==> src/rtl/tnsc_pkg.sv <==
// Shared types and code points for the Thai name sequence check.
`timescale 1ns / 1ps
package tnsc_pkg;

  typedef enum logic [3:0] {
    CLS_NONE      = 4'd0,
    CLS_WHITE     = 4'd1,
    CLS_DARKGREEN = 4'd2,
    CLS_GREEN     = 4'd3,
    CLS_ORANGE    = 4'd4,
    CLS_YELLOW    = 4'd5,
    CLS_BLUE      = 4'd6,
    CLS_PURPLE    = 4'd7,
    CLS_PINK      = 4'd8,
    CLS_DARKGREY  = 4'd9
  } tnsc_class_e;

  localparam int unsigned CodeW = 24;

  localparam logic [CodeW-1:0] ConsonantLo  = 24'he0b881;
  localparam logic [CodeW-1:0] ConsonantHi  = 24'he0b8ae;
  localparam logic [CodeW-1:0] DarkGreenA   = 24'he0b8af;
  localparam logic [CodeW-1:0] DarkGreenB   = 24'he0b8bf;
  localparam logic [CodeW-1:0] LeadVowelLo  = 24'he0b980;
  localparam logic [CodeW-1:0] LeadVowelHi  = 24'he0b984;
  localparam logic [CodeW-1:0] DigitLo      = 24'he0b990;
  localparam logic [CodeW-1:0] DigitHi      = 24'he0b999;
  localparam logic [CodeW-1:0] YellowA      = 24'he0b8b0;
  localparam logic [CodeW-1:0] YellowBLo    = 24'he0b8b2;
  localparam logic [CodeW-1:0] YellowBHi    = 24'he0b8b3;
  localparam logic [CodeW-1:0] YellowCLo    = 24'he0b985;
  localparam logic [CodeW-1:0] YellowCHi    = 24'he0b986;
  localparam logic [CodeW-1:0] BlueA        = 24'he0b8b1;
  localparam logic [CodeW-1:0] BlueBLo      = 24'he0b8b4;
  localparam logic [CodeW-1:0] BlueBHi      = 24'he0b8b7;
  localparam logic [CodeW-1:0] PurpleLo     = 24'he0b8b8;
  localparam logic [CodeW-1:0] PurpleHi     = 24'he0b8b9;
  localparam logic [CodeW-1:0] PinkA        = 24'he0b987;
  localparam logic [CodeW-1:0] PinkB        = 24'he0b98c;
  localparam logic [CodeW-1:0] ToneLo       = 24'he0b988;
  localparam logic [CodeW-1:0] ToneHi       = 24'he0b98b;

  localparam logic [4:0] LeadFourByte = 5'h1e;

  typedef struct packed {
    logic fire;
    logic name_valid;
  } tnsc_verdict_t;

endpackage

==> src/rtl/tnsc_class.sv <==
// Character class lookup for one joined sequence code.
`timescale 1ns / 1ps
module tnsc_class (
  input  logic [tnsc_pkg::CodeW-1:0] code_i,
  output tnsc_pkg::tnsc_class_e      class_o
);

  function automatic logic in_span(logic [tnsc_pkg::CodeW-1:0] v,
                                   logic [tnsc_pkg::CodeW-1:0] lo,
                                   logic [tnsc_pkg::CodeW-1:0] hi);
    return (v >= lo) && (v <= hi);
  endfunction

  always_comb begin
    if (in_span(code_i, 24'h30, 24'h39) || in_span(code_i, 24'h41, 24'h5a) ||
        in_span(code_i, 24'h61, 24'h7a) ||
        in_span(code_i, tnsc_pkg::ConsonantLo, tnsc_pkg::ConsonantHi)) begin
      class_o = tnsc_pkg::CLS_WHITE;
    end else if (code_i == tnsc_pkg::DarkGreenA || code_i == tnsc_pkg::DarkGreenB) begin
      class_o = tnsc_pkg::CLS_DARKGREEN;
    end else if (in_span(code_i, tnsc_pkg::LeadVowelLo, tnsc_pkg::LeadVowelHi)) begin
      class_o = tnsc_pkg::CLS_GREEN;
    end else if (in_span(code_i, tnsc_pkg::DigitLo, tnsc_pkg::DigitHi)) begin
      class_o = tnsc_pkg::CLS_ORANGE;
    end else if (code_i == tnsc_pkg::YellowA ||
                 in_span(code_i, tnsc_pkg::YellowBLo, tnsc_pkg::YellowBHi) ||
                 in_span(code_i, tnsc_pkg::YellowCLo, tnsc_pkg::YellowCHi)) begin
      class_o = tnsc_pkg::CLS_YELLOW;
    end else if (code_i == tnsc_pkg::BlueA ||
                 in_span(code_i, tnsc_pkg::BlueBLo, tnsc_pkg::BlueBHi)) begin
      class_o = tnsc_pkg::CLS_BLUE;
    end else if (in_span(code_i, tnsc_pkg::PurpleLo, tnsc_pkg::PurpleHi)) begin
      class_o = tnsc_pkg::CLS_PURPLE;
    end else if (code_i == tnsc_pkg::PinkA || code_i == tnsc_pkg::PinkB) begin
      class_o = tnsc_pkg::CLS_PINK;
    end else if (in_span(code_i, tnsc_pkg::ToneLo, tnsc_pkg::ToneHi)) begin
      class_o = tnsc_pkg::CLS_DARKGREY;
    end else begin
      class_o = tnsc_pkg::CLS_NONE;
    end
  end

endmodule

==> src/rtl/tnsc_scan.sv <==
// Running sequence state of one name and the per-beat rule check.
`timescale 1ns / 1ps
module tnsc_scan (
  input  logic                    clk_i,
  input  logic                    rst_ni,
  input  logic                    beat_i,
  input  logic [7:0]              name_byte_i,
  input  logic                    last_byte_i,
  output tnsc_pkg::tnsc_verdict_t verdict_o
);

  logic [1:0]            pend_q, pend_d;
  logic [15:0]           part_q, part_d;
  logic                  long_q, long_d;
  tnsc_pkg::tnsc_class_e prev_q, prev_d;
  logic                  first_q, first_d;
  logic                  failed_q, failed_d;

  logic [tnsc_pkg::CodeW-1:0] code;
  tnsc_pkg::tnsc_class_e      cls;
  logic                       finish;
  logic                       bad;

  function automatic logic may_follow(tnsc_pkg::tnsc_class_e p, tnsc_pkg::tnsc_class_e c);
    logic ok;
    unique case (p)
      tnsc_pkg::CLS_WHITE:  ok = 1'b1;
      tnsc_pkg::CLS_GREEN:  ok = (c <= tnsc_pkg::CLS_WHITE);
      tnsc_pkg::CLS_BLUE,
      tnsc_pkg::CLS_PURPLE: ok = (c <= tnsc_pkg::CLS_ORANGE) || (c == tnsc_pkg::CLS_DARKGREY);
      tnsc_pkg::CLS_DARKGREY: ok = (c <= tnsc_pkg::CLS_YELLOW);
      default:              ok = (c <= tnsc_pkg::CLS_ORANGE);
    endcase
    return ok;
  endfunction

  assign code = (pend_q != 2'd0) ? {part_q, name_byte_i} : {16'h0000, name_byte_i};

  tnsc_class u_class (
    .code_i  (code),
    .class_o (cls)
  );

  assign bad = (cls == tnsc_pkg::CLS_NONE) ||
               (first_q && (cls > tnsc_pkg::CLS_ORANGE)) ||
               !may_follow(prev_q, cls);

  always_comb begin
    pend_d   = pend_q;
    part_d   = part_q;
    long_d   = long_q;
    prev_d   = prev_q;
    first_d  = first_q;
    failed_d = failed_q;
    finish   = 1'b0;
    if (pend_q != 2'd0) begin
      part_d = {part_q[7:0], name_byte_i};
      pend_d = pend_q - 2'd1;
      finish = (pend_q == 2'd1) && !failed_q && !long_q;
      if (pend_q == 2'd1) begin
        long_d = 1'b0;
      end
    end else if (!failed_q) begin
      priority if (name_byte_i[7] == 1'b0) begin
        finish = 1'b1;
      end else if (name_byte_i[7:5] == 3'b110) begin
        part_d = {8'h00, name_byte_i};
        pend_d = 2'd1;
      end else if (name_byte_i[7:4] == 4'b1110) begin
        part_d = {8'h00, name_byte_i};
        pend_d = 2'd2;
      end else if (name_byte_i[7:3] == tnsc_pkg::LeadFourByte) begin
        part_d   = {8'h00, name_byte_i};
        pend_d   = 2'd3;
        long_d   = 1'b1;
        failed_d = 1'b1;
      end else begin
        failed_d = 1'b1;
      end
    end
    if (finish) begin
      if (bad) begin
        failed_d = 1'b1;
      end else begin
        prev_d  = cls;
        first_d = 1'b0;
      end
    end
  end

  assign verdict_o.fire       = beat_i && last_byte_i;
  assign verdict_o.name_valid = !failed_d && (pend_d == 2'd0);

  always_ff @(posedge clk_i or negedge rst_ni) begin
    if (!rst_ni) begin
      pend_q   <= 2'd0;
      part_q   <= 16'h0000;
      long_q   <= 1'b0;
      prev_q   <= tnsc_pkg::CLS_WHITE;
      first_q  <= 1'b1;
      failed_q <= 1'b0;
    end else if (beat_i) begin
      if (last_byte_i) begin
        pend_q   <= 2'd0;
        part_q   <= 16'h0000;
        long_q   <= 1'b0;
        prev_q   <= tnsc_pkg::CLS_WHITE;
        first_q  <= 1'b1;
        failed_q <= 1'b0;
      end else begin
        pend_q   <= pend_d;
        part_q   <= part_d;
        long_q   <= long_d;
        prev_q   <= prev_d;
        first_q  <= first_d;
        failed_q <= failed_d;
      end
    end
  end

  a_reset_after_last: assert property (@(posedge clk_i) disable iff (!rst_ni)
    beat_i && last_byte_i |=> (pend_q == 2'd0) && first_q && !failed_q && !long_q)
    else $error("name state not cleared after the last beat");

  a_long_pending: assert property (@(posedge clk_i) disable iff (!rst_ni)
    long_q |-> (pend_q != 2'd0) && failed_q)
    else $error("four-byte sequence tracked without pending bytes or failure");

  a_prev_known: assert property (@(posedge clk_i) disable iff (!rst_ni)
    prev_q != tnsc_pkg::CLS_NONE)
    else $error("previous class holds the unknown class");

  a_first_white: assert property (@(posedge clk_i) disable iff (!rst_ni)
    first_q |-> prev_q == tnsc_pkg::CLS_WHITE)
    else $error("previous class changed before the first character");

endmodule

==> src/rtl/thai_name_sequence_check.sv <==
// Top level of the Thai name sequence check: input register, scan and result register.
//
// The block checks a UTF-8 encoded name against the Thai character sequence rules.
// Input channel: in_valid_i with name_byte_i and last_byte_i; the block drives
// in_stall_o. A beat is taken at a rising edge with in_valid_i high and in_stall_o low.
// Each name is a run of beats ending with last_byte_i high.
// Output channel: out_valid_o with name_valid_o; the receiver drives out_stall_i.
// One result beat appears per name, for its last byte, and none for the other bytes.
// The verdict for the last byte passes from the input register through the scan stage
// into the result register. Throughput: one byte per cycle unless the receiver stalls,
// set by the single scan stage updating the running name state from the input register.
// When the receiver stalls with a verdict waiting, the scan stage holds and
// in_stall_o rises once the input register is full; no beat is lost.
// Reset clears the valid flags of the input and result registers and puts the name
// state at the start of a new name.
`timescale 1ns / 1ps
module thai_name_sequence_check (
  input  logic       clk_i,
  input  logic       rst_ni,
  input  logic       in_valid_i,
  output logic       in_stall_o,
  input  logic [7:0] name_byte_i,
  input  logic       last_byte_i,
  output logic       out_valid_o,
  input  logic       out_stall_i,
  output logic       name_valid_o
);

  logic       s1_valid_q;
  logic [7:0] s1_byte_q;
  logic       s1_last_q;
  logic       advance;
  logic       out_valid_q;
  logic       out_value_q;

  tnsc_pkg::tnsc_verdict_t verdict;

  assign advance    = s1_valid_q && !(out_valid_q && out_stall_i);
  assign in_stall_o = s1_valid_q && !advance;

  always_ff @(posedge clk_i or negedge rst_ni) begin
    if (!rst_ni) begin
      s1_valid_q <= 1'b0;
    end else if (!in_stall_o) begin
      s1_valid_q <= in_valid_i;
    end
  end

  always_ff @(posedge clk_i) begin
    if (!in_stall_o && in_valid_i) begin
      s1_byte_q <= name_byte_i;
      s1_last_q <= last_byte_i;
    end
  end

  tnsc_scan u_scan (
    .clk_i       (clk_i),
    .rst_ni      (rst_ni),
    .beat_i      (advance),
    .name_byte_i (s1_byte_q),
    .last_byte_i (s1_last_q),
    .verdict_o   (verdict)
  );

  always_ff @(posedge clk_i or negedge rst_ni) begin
    if (!rst_ni) begin
      out_valid_q <= 1'b0;
    end else if (verdict.fire) begin
      out_valid_q <= 1'b1;
    end else if (!out_stall_i) begin
      out_valid_q <= 1'b0;
    end
  end

  always_ff @(posedge clk_i) begin
    if (verdict.fire) begin
      out_value_q <= verdict.name_valid;
    end
  end

  assign out_valid_o  = out_valid_q;
  assign name_valid_o = out_value_q;

endmodule

==> config.mk <==
export PLATFORM = sky130hd
export DESIGN_NAME = thai_name_sequence_check
export DESIGN_NICKNAME = d
export VERILOG_FILES = /design/src/rtl/tnsc_pkg.sv /design/src/rtl/tnsc_class.sv /design/src/rtl/tnsc_scan.sv /design/src/rtl/thai_name_sequence_check.sv
export SDC_FILE = /design/constraint.sdc
export NUM_CORES = 1
export LEC_CHECK = 0
export BUFFER_PORTS_ARGS = -buffer_cell sky130_fd_sc_hd__buf_2
export CAP_MARGIN = 25
export CORE_UTILIZATION = 35
export CTS_BUF_LIST = sky130_fd_sc_hd__clkbuf_8
export DETAILED_ROUTE_END_ITERATION = 8
export PLACE_DENSITY = 0.52
export SKIP_CTS_REPAIR_TIMING = 1
export SLEW_MARGIN = 10
export SYNTH_ARGS = -nofsm -noshare
export SYNTH_HDL_FRONTEND = slang
export SYNTH_SLANG_ARGS = --single-unit
==> constraint.sdc <==
create_clock -name clk_i -period 3.4 [get_ports clk_i]
set_clock_uncertainty 0.15 [all_clocks]
set_input_delay 0.17 -clock clk_i [delete_from_list [all_inputs] [get_ports clk_i]]
set_output_delay 0.17 -clock clk_i [all_outputs]
set_load 0.1 [all_outputs]
## Word-level counts from Yosys, hierarchy flattened

Cells that the tools add are included.

| storage, ports and cells | value |
|---|---|
| bits in latches | 0 |
| bits in read-only memories | 0 |
| flip-flop bits (word level) | 37 |
| output and inout bits | 3 |
| input port bits | 13 |
| logic and storage cells | 161 |
| memories kept | 0 |
| RAM bits | 0 |

| cells by class | value |
|---|---|
| reductions and logical operators | 49 |
| div/mod/pow operators | 0 |
| multipliers | 0 |
| equality and inequality tests | 22 |
| mux-type cells | 52 |
| magnitude comparators | 26 |
| $add $sub $neg | 1 |
| shift-type cells | 0 |
| bitwise gates (word level) | 0 |

Operator list:

| kind | number |
|---|---|
| $ge 24x24->1 const B | 8 |
| $le 24x24->1 const B | 8 |
| $eq 24x24->1 const B | 6 |
| $mux 16 | 7 |
| $ge 24x7->1 const B | 2 |
| $le 24x7->1 const B | 2 |
| $mux 4 | 12 |
| $ge 24x6->1 const B | 1 |
| $le 24x6->1 const B | 1 |
| $mux 1 | 24 |
| $mux 24 | 1 |
| $logic_and 1x1->1 | 20 |
| $mux 2 | 7 |
| $eq 4x4->1 const B | 3 |
| $logic_or 1x1->1 | 11 |
| $eq 4x3->1 const B | 2 |
| $le 4x3->1 const B | 2 |
| $logic_not 1->1 | 7 |
| $reduce_and 7->1 | 1 |
| $ne 3x2->1 const B | 2 |
| $ne 3x3->1 const B | 2 |
| $reduce_bool 3->1 | 2 |
| $eq 5x5->1 const B | 1 |
| $reduce_bool 5->1 | 1 |
| 16 further kinds | 17 |

## Longest topological paths before layout

Gate-level depths: netlist of the first run.

| logic depth | value |
|---|---|
| depth after elaboration | 22 |
| mapped depth | 11 |
| gate-level depth less buffers | 10 |

## By module

From an unflattened synthesis of the first run, not the netlist that was laid out.

| unflattened totals | value |
|---|---|
| cell total of the unflattened synthesis | 269 |
| area, all modules | 2373.5 um^2 |

By module, submodules not included:

| module | cells an instance | instances | seq. area each (um^2) | area an instance (um^2) |
|---|---|---|---|---|
| tnsc_scan | 164 | 1 | 628.1 | 1451.4 |
| tnsc_class | 87 | 1 | 0.0 | 529.3 |
| thai_name_sequence_check | 18 | 1 | 350.3 | 392.9 |

## Worst setup path after synthesis of the first run

Ideal clock, no wire load.

| timing path | value |
|---|---|
| path type | reg2reg |
| start | register s1_byte_q[3] |
| end | register out_value_q, in the netlist name_valid_o, data pin |
| arrival time | 2.440 ns |
| path slack | 0.555 ns |
| path buffers | 0 |
| stages on the path, launching flop included | 11 |
| cells stage by stage | edfxtp_1 nor4_2 o21a_1 nor2b_1 a221oi_2 a21oi_1 a2111o_1 nand3b_1 a21oi_1 o21ai_1 and3_1 |

RTL lines:

| item | RTL line | text |
|---|---|---|
| start: declaration | thai_name_sequence_check.sv:30 | `logic [7:0] s1_byte_q;` |
| start signal: assignment | thai_name_sequence_check.sv:51 | `s1_byte_q <= name_byte_i;` |
| end signal: assignment | thai_name_sequence_check.sv:77 | `out_value_q <= verdict.name_valid;` |
| end: declaration | thai_name_sequence_check.sv:34 | `logic out_value_q;` |

==> impl_metrics.prom, run 1 <==
# TYPE chip_impl_metric gauge
chip_impl_metric{name="syn-num-nets",unit=""} 278
chip_impl_metric{name="synth-seq-area-share",unit="%"} 43.7
chip_impl_metric{name="seq_power_share",unit="%"} 51.1
chip_impl_metric{name="maxSlewViolCount",unit=""} 0
chip_impl_metric{name="layout_setup_ws",unit="ns"} 0.235
chip_impl_metric{name="setup_total_negative_slack",unit="ns"} 0
chip_impl_metric{name="internal_power",unit="uW"} 737
chip_impl_info{name="failed_checks",value="hold timing"} 1
chip_impl_metric{name="post_synthesis_async_set_or_reset_flop_share",unit="%"} 73.0
chip_impl_metric{name="area_taken_by_flip_flops_and_latches",unit="um2"} 978
chip_impl_info{name="yosys_most_used_dff",value="sky130_fd_sc_hd__dfrtp_1"} 1
chip_impl_info{name="cts_root_buffer",value="sky130_fd_sc_hd__clkbuf_8"} 1
chip_impl_metric{name="fin_crit",unit="ns"} 3.17
chip_impl_info{name="path_delay_family",value="compound AO/OA/AOI/OAI gates"} 1
chip_impl_info{name="crit_path_start_kind",value="register"} 1
chip_impl_metric{name="period_share",unit="%"} 93.1
chip_impl_metric{name="worst_r2r_path_depth",unit=""} 9
chip_impl_metric{name="worst_hold_path.num_cells",unit=""} 3
chip_impl_metric{name="area.growth.synth_to_final",unit="%"} 17.0
chip_impl_metric{name="critPathRequiredTime",unit="ns"} 3.29
chip_impl_info{name="critPathLaunch",value="u_scan.pend_q[1]"} 1
chip_impl_metric{name="timing.critical_path.buf_inv",unit=""} 0
chip_impl_metric{name="n_fill_cell",unit=""} 616
chip_impl_metric{name="grt_pass1_wl",unit="mm"} 9.24
chip_impl_metric{name="clock_sinks",unit=""} 37
chip_impl_info{name="timing.critical_path.mode_cell",value="sky130_fd_sc_hd__a21oi_1"} 1
chip_impl_info{name="synthTopCellsByCount",value="sky130_fd_sc_hd__nand2_1 (55), sky130_fd_sc_hd__dfrtp_1 (25), sky130_fd_sc_hd__nor2_1 (23)"} 1
chip_impl_metric{name="totalWireLength",unit="mm"} 5.62
chip_impl_info{name="yosysTopAreaCell",value="sky130_fd_sc_hd__dfrtp_1"} 1
chip_impl_metric{name="setup_viols_final",unit=""} 0
chip_impl_metric{name="tritoncts.num_buffers",unit=""} 5
chip_impl_metric{name="largest_stage_delay_on_the_critical_path",unit="ns"} 0.49
chip_impl_metric{name="synthesis.instances",unit=""} 265
chip_impl_metric{name="global_routing_usage_summed_across_all_routing_layers",unit="%"} 18.4
chip_impl_metric{name="grt_start_max_net_pins",unit=""} 33
chip_impl_metric{name="synthDistinctLibCells",unit=""} 53
chip_impl_metric{name="final_antenna_net_count",unit=""} 0
chip_impl_info{name="most_common_cell_in_the_netlist",value="sky130_fd_sc_hd__nand2_1"} 1
chip_impl_info{name="worst_r2r_startpoint",value="u_scan.pend_q[1]"} 1
chip_impl_metric{name="power_leakage",unit="uW"} 0.00104
chip_impl_metric{name="die_width",unit="um"} 82.0
chip_impl_metric{name="drt-vias-per-instance",unit=""} 5.58
chip_impl_metric{name="report.final.hold_viol_count",unit=""} 1
chip_impl_metric{name="synthesis.area_per_instance",unit="um2"} 8.45
chip_impl_metric{name="row_count",unit=""} 28
chip_impl_info{name="status",value="finished with violations"} 1
chip_impl_metric{name="routed_wire_length_per_instance",unit="um"} 15.3
chip_impl_metric{name="number_of_global_route_vias_before_repair",unit=""} 1882
chip_impl_metric{name="synth-edff-count",unit=""} 10
chip_impl_info{name="worstHoldPathType",value="input port to register"} 1
chip_impl_metric{name="fin_nets",unit=""} 305
chip_impl_metric{name="ys_warn_count",unit=""} 0
chip_impl_metric{name="worst-slew-pin-transition",unit="ns"} 0.634
chip_impl_info{name="hold_start",value="out_stall_i"} 1
chip_impl_metric{name="io_buffers",unit=""} 15
chip_impl_metric{name="dpl_worst_slack",unit="ns"} 0.252
chip_impl_metric{name="cap_viol_max_count",unit=""} 0
chip_impl_metric{name="cts_max_path_buffers",unit=""} 2
chip_impl_metric{name="boundaryPins",unit=""} 16
chip_impl_metric{name="share_of_layout_cells_above_drive_strength_1",unit="%"} 15.4
chip_impl_metric{name="n_antenna_cell",unit=""} 0
chip_impl_metric{name="power.combinational.fraction",unit="%"} 21.8
chip_impl_metric{name="grt_antenna_before_repair",unit=""} 0
chip_impl_info{name="end_kind",value="register"} 1
chip_impl_info{name="tritoncts",value="yes"} 1
chip_impl_info{name="crit_path_cell_trace",value="o2111ai_1 > nor3b_1 > a221oi_2 > a21oi_1 > a2111o_1 > nand3b_1 > a21oi_1 > o21ai_1 > and3_1"} 1
chip_impl_metric{name="multi_input_gate_area",unit="um2"} 1180
chip_impl_info{name="unrepaired_setup_endpoints_after_global_routing",value="no"} 1
chip_impl_metric{name="switching_share",unit="%"} 33.4
chip_impl_metric{name="gp_routability_congestion",unit=""} 0.920
chip_impl_metric{name="clock_power_share",unit="%"} 27.1
chip_impl_metric{name="initial_core_utilization",unit="%"} 36.9
chip_impl_metric{name="total_switching_power",unit="uW"} 370
chip_impl_metric{name="timing.critical_path.depth",unit=""} 9
chip_impl_info{name="synth.top_cells.by_area",value="sky130_fd_sc_hd__dfrtp_1 (28%), sky130_fd_sc_hd__edfxtp_1 (13%), sky130_fd_sc_hd__nand2_1 (9.2%)"} 1
chip_impl_metric{name="clk_latency_worst_skew_pair",unit="ns"} 0.29
chip_impl_metric{name="yosys.area.top_type_share",unit="%"} 27.9
chip_impl_metric{name="floorplan.core_area",unit="um2"} 6060
chip_impl_metric{name="worst_setup_slack_for_register_to_register_paths",unit="ns"} 0.23
chip_impl_metric{name="synth-seq-cells",unit=""} 37
chip_impl_metric{name="drcViolationCount",unit=""} 0
chip_impl_metric{name="mappedNetlistArea",unit="um2"} 2240
chip_impl_info{name="setup.worst_path.class",value="register to register"} 1
chip_impl_metric{name="clkSlewWorstSetupHoldPaths",unit="ns"} 0.07
chip_impl_metric{name="grt.overflow.total",unit=""} 0
chip_impl_metric{name="hold_slack",unit="ns"} -0.0132
chip_impl_metric{name="power.ir.vdd_worst",unit="mV"} 0.244
chip_impl_metric{name="max_clock_freq",unit="MHz"} 316
chip_impl_metric{name="drt_pass1_iterations",unit=""} 5
chip_impl_metric{name="power_density_normalized_to_cell_area",unit="nW/um2"} 423
chip_impl_metric{name="fp.dieArea",unit="um2"} 6720
chip_impl_metric{name="dp_hpwl",unit="mm"} 4.09
chip_impl_metric{name="arrival_time_reported_for_the_critical_path_endpoint",unit="ns"} 3.06
chip_impl_metric{name="number_of_h_tree_levels",unit=""} 2
chip_impl_metric{name="die_height",unit="um"} 82.0
chip_impl_metric{name="slew_headroom",unit="%"} 57.5
chip_impl_metric{name="drtIter0Drc",unit=""} 193
chip_impl_metric{name="critical_path_peak_fanout",unit=""} 8
chip_impl_info{name="slowest_stage",value="sky130_fd_sc_hd__dfrtp_1"} 1
chip_impl_metric{name="total_number_of_vias",unit=""} 2054
[through the flow]
step / util [%] / hold WS [ns] / total power (uW) / instance area [um2] / cells
2_1_floorplan: - / -0.276 / 725 / 2240 / 265
3_3_place_gp: 39.7 / 0.0743 / 804 / 2410 / 349
3_5_place_dp: 39.7 / 0.0695 / 802 / 2410 / 349
4_1_cts: 41.1 / -0.257 / 1110 / 2490 / 357
5_1_grt: 43.2 / 0.0391 / 1170 / 2620 / 368
6_report: 43.2 / -0.0132 / 1110 / 2620 / 368
[worst register-to-register path, delay by kind of cell, from the launching register on]
family           cells  cell delay [ns]
AO/OA/AOI/OAI        6             1.74
flip-flops           1             0.49
AND/OR/NAND/NOR      3             0.55
[cell families (layout without fill, tap and decap cells)]
group           Yosys count  in the layout  synth area share [%]
buf+inv                  23             51                  4.19
simple gates            131            131                  28.8
mux                       5              5                  2.24
compound gates           69             69                  21.1
flops                    37             37                  43.7
[worst paths after layout]
check	to
max in group asynchronous	u_scan.failed_q
min	out_valid_o
max reg2reg	name_valid_o
min in group asynchronous	u_scan.part_q[9]
min reg2reg	u_scan.first_q
max	name_valid_o
[power groups by stage]
stage	Clock (uW)	Sequential (uW)	Combinational [uW]
finish	300	566	241
global route	327	572	269
CTS	315	563	231
detailed placement	0	572	230
global placement	0	573	231
floorplan	0	566	160
[final cells by class]
cell class / instances / share of cell area (%)
Clock inverter: 3 / 0.669
Inverter: 9 / 1.29
Sequential cell: 37 / 37.4
Timing Repair Buffer: 34 / 9.36
Clock buffer: 5 / 2.63
Tap cell: 75 / 3.58
Multi-Input combinational cell: 205 / 45.1
[flip-flops by register name (all words and copies together), names as in the netlist]
register / count
name_valid_o: 1
out_valid_o: 1
s1_byte_q: 8
s1_last_q: 1
s1_valid_q: 1
u_scan.failed_q: 1
u_scan.first_q: 1
u_scan.long_q: 1
u_scan.part_q: 16
u_scan.pend_q: 2
u_scan.prev_q: 4
[placed cells by master (no fill, tap or decap), types with 8 or more instances in the layout]
master and count:
sky130_fd_sc_hd__buf_4 8, sky130_fd_sc_hd__nor3_1 9, sky130_fd_sc_hd__a21oi_1 11, sky130_fd_sc_hd__nand2_1 55, sky130_fd_sc_hd__nor2_1 23, sky130_fd_sc_hd__buf_2 15, sky130_fd_sc_hd__nand3_1 8, sky130_fd_sc_hd__dlygate4sd3_1 11
sky130_fd_sc_hd__edfxtp_1 10, sky130_fd_sc_hd__o21ai_0 18, sky130_fd_sc_hd__dfrtp_1 25
[routing by layer]
metal	share of wire (%)	wire [um]	track usage, %	vias to the layer above
li1	-	-	-	1030
met1	48	2710	24.9	950
met2	46	2580	29.1	66
met3	4.5	251	3.44	8
met4	1.4	77	6.49	0
met5	0	0	0	-
(Power assumes the default switching activity.)
==> run 2, diff against run 1 <==
- SKIP_CTS_REPAIR_TIMING: 1 -> unset
- clock period: 3.4 -> 3.74 ns (I/O delays scaled with it)
==> run 2 against run 1 <==
The flow now finishes without violations; cell area about the same; via count fell by 2.2%; global-route usage grew 1.1 points; non-clock buffer count fell by 2; register-to-register slack better by 0.23 ns; combinational power decreased by 15%; count of clock-buffer cells in the layout stayed put; cell count fell by 0.54%; maximum frequency is 3.2% lower; hold slack improved by 0.31 ns; largest power group unchanged; clock power grew 19%; first-iteration DRC count is 2.6% lower; critical endpoint unchanged.
==> impl_metrics.prom, run 2 (synthesis results as in run 1) <==
# TYPE chip_impl_metric gauge
chip_impl_info{name="status",value="completed"} 1
chip_impl_metric{name="timing.critical_path.buf_inv",unit=""} 0
chip_impl_metric{name="overall_power_consumption",unit="uW"} 1080
chip_impl_metric{name="setup_total_negative_slack",unit="ns"} 0
chip_impl_metric{name="power_density_normalized_to_cell_area",unit="nW/um2"} 412
chip_impl_metric{name="io_buffers",unit=""} 15
chip_impl_metric{name="cts_max_path_buffers",unit=""} 2
chip_impl_metric{name="area.growth.synth_to_final",unit="%"} 17.0
chip_impl_info{name="crit_path_cell_trace",value="nor4_2 > o21a_1 > nor2b_1 > a221oi_2 > a21oi_1 > a2111o_1 > nand3b_1 > a21oi_1 > o21ai_1 > and3_1"} 1
chip_impl_info{name="crit_path_start_kind",value="register"} 1
chip_impl_metric{name="setup_viols_final",unit=""} 0
chip_impl_metric{name="drt_pass1_iterations",unit=""} 5
chip_impl_metric{name="totalWireLength",unit="mm"} 5.58
chip_impl_metric{name="dp_cells",unit=""} 346
chip_impl_metric{name="number_of_global_route_vias_before_repair",unit=""} 1962
chip_impl_info{name="slowest_stage",value="sky130_fd_sc_hd__edfxtp_1"} 1
chip_impl_metric{name="tritoncts.num_buffers",unit=""} 5
chip_impl_metric{name="die_height",unit="um"} 82.0
chip_impl_metric{name="drcViolationCount",unit=""} 0
chip_impl_metric{name="cap_viol_max_count",unit=""} 0
chip_impl_metric{name="n_antenna_cell",unit=""} 0
chip_impl_metric{name="fin_crit",unit="ns"} 3.27
chip_impl_metric{name="grt.overflow.total",unit=""} 0
chip_impl_info{name="reg_top3",value="u_scan.part_q (16), s1_byte_q (8), u_scan.prev_q (4)"} 1
chip_impl_metric{name="clock_sinks",unit=""} 37
chip_impl_info{name="unrepaired_setup_endpoints_after_global_routing",value="no"} 1
chip_impl_info{name="path_delay_family",value="compound AO/OA/AOI/OAI gates"} 1
chip_impl_metric{name="global_routing_usage_summed_across_all_routing_layers",unit="%"} 19.4
chip_impl_metric{name="floorplan.core_area",unit="um2"} 6060
chip_impl_metric{name="routed_wire_length_per_instance",unit="um"} 15.3
chip_impl_info{name="cts_root_buffer",value="sky130_fd_sc_hd__clkbuf_8"} 1
chip_impl_metric{name="initial_core_utilization",unit="%"} 36.9
chip_impl_metric{name="arrival_time_reported_for_the_critical_path_endpoint",unit="ns"} 3.17
chip_impl_metric{name="max_clock_freq",unit="MHz"} 306
chip_impl_metric{name="drt-vias-per-instance",unit=""} 5.49
chip_impl_info{name="final_common_cell",value="sky130_fd_sc_hd__nand2_1"} 1
chip_impl_metric{name="clk_latency_worst_skew_pair",unit="ns"} 0.29
chip_impl_info{name="largest-register",value="u_scan.part_q"} 1
chip_impl_metric{name="post_cts.resized_instances",unit=""} 0
chip_impl_metric{name="power_leakage",unit="uW"} 0.00104
chip_impl_metric{name="worst-slew-pin-transition",unit="ns"} 0.634
chip_impl_metric{name="slew_headroom",unit="%"} 57.8
chip_impl_metric{name="total_number_of_vias",unit=""} 2008
chip_impl_metric{name="dp_hpwl",unit="mm"} 4.03
chip_impl_metric{name="largest_reg_flops",unit=""} 16
chip_impl_metric{name="report.final.hold_viol_count",unit=""} 0
chip_impl_info{name="tritoncts",value="yes"} 1
chip_impl_info{name="worstHoldPathType",value="input port to asynchronous set/reset pin"} 1
chip_impl_info{name="setup.worst_path.class",value="register to register"} 1
chip_impl_metric{name="row_count",unit=""} 28
chip_impl_metric{name="final_antenna_net_count",unit=""} 0
chip_impl_metric{name="grt_antenna_before_repair",unit=""} 0
chip_impl_info{name="end_kind",value="register"} 1
chip_impl_metric{name="boundaryPins",unit=""} 16
chip_impl_metric{name="maxSlewViolCount",unit=""} 0
chip_impl_metric{name="gp_routability_congestion",unit=""} 0.868
chip_impl_metric{name="power.ir.vdd_worst",unit="mV"} 0.177
chip_impl_metric{name="grt_pass1_wl",unit="mm"} 9.78
chip_impl_metric{name="fp.dieArea",unit="um2"} 6720
chip_impl_info{name="commonest_non_fill_non_tap_cells_in_the_layout",value="sky130_fd_sc_hd__nand2_1 (55), sky130_fd_sc_hd__dfrtp_1 (25), sky130_fd_sc_hd__nor2_1 (23)"} 1
chip_impl_metric{name="period_share",unit="%"} 87.4
chip_impl_metric{name="largest_stage_delay_on_the_critical_path",unit="ns"} 0.61
chip_impl_metric{name="grt_start_max_net_pins",unit=""} 33
chip_impl_info{name="timing.critical_path.mode_cell",value="sky130_fd_sc_hd__a21oi_1"} 1
chip_impl_metric{name="critical_path_peak_fanout",unit=""} 16
chip_impl_metric{name="fin_nets",unit=""} 303
chip_impl_metric{name="post_layout_nonfiller_instances",unit=""} 366
chip_impl_metric{name="share_of_layout_cells_above_drive_strength_1",unit="%"} 14.1
chip_impl_metric{name="number_of_h_tree_levels",unit=""} 2
chip_impl_metric{name="die_width",unit="um"} 82.0
chip_impl_metric{name="clkSlewWorstSetupHoldPaths",unit="ns"} 0.08
chip_impl_metric{name="critPathRequiredTime",unit="ns"} 3.64
chip_impl_metric{name="drtIter0Drc",unit=""} 188
## run 2: report_power, final
part	switching (uW)	internal (uW)	total, uW	leakage, uW
registers	58.3	461	519	0.000452
logic	129	74.9	204	0.000534
clock network	157	200	357	0.0000543
## run 2: layer usage
metal	track usage [%]	share of wire (%)
met1	26.6	49
met2	31.4	46
met3	3.67	3.6
met4	4.91	1.0
met5	0	0
## run 2: layout make-up
| type | instances | area, um2 |
|---|---|---|
| clock buffer | 5 | 68.8 |
| multi-input combinational | 205 | 1170 |
| timing repair buffer | 32 | 233 |
| tap | 75 | 93.8 |
| clock inverter | 3 | 46.3 |
| fill | 623 | 3440 |
| inverter | 9 | 33.8 |
| sequential | 37 | 978 |
## run 2: final timing paths
| path | start | end | slack [ns] | cells after the start |
|---|---|---|---|---|
| min in group clk_i | u_scan.first_q | u_scan.first_q | 0.33 | 2 |
| min reg2reg | u_scan.first_q | u_scan.first_q | 0.33 | 2 |
| max in group asynchronous | rst_ni | u_scan.failed_q | 2.73 | 2 |
| max | s1_byte_q[3] | name_valid_o | 0.47 | 10 |
| min | rst_ni | u_scan.part_q[15] | 0.29 | 2 |
| max reg2reg | s1_byte_q[3] | name_valid_o | 0.47 | 10 |
## run 2: timing repair
action | in CTS | in global routing
buffers inserted | 0 | 0
hold buffers | 12 | 0
hold endpoints to repair | 36 | 0
## run 2: stage by stage
stage	hold slack [ns]	area [um2]	setup slack, ns	utilization, %
floorplan	-0.259	2240	0.895	-
global placement	0.0886	2380	0.596	39.3
detailed placement	0.0867	2380	0.517	39.3
CTS	0.312	2620	0.490	43.2
global route	0.362	2620	0.135	43.2
finish	0.293	2620	0.470	43.2
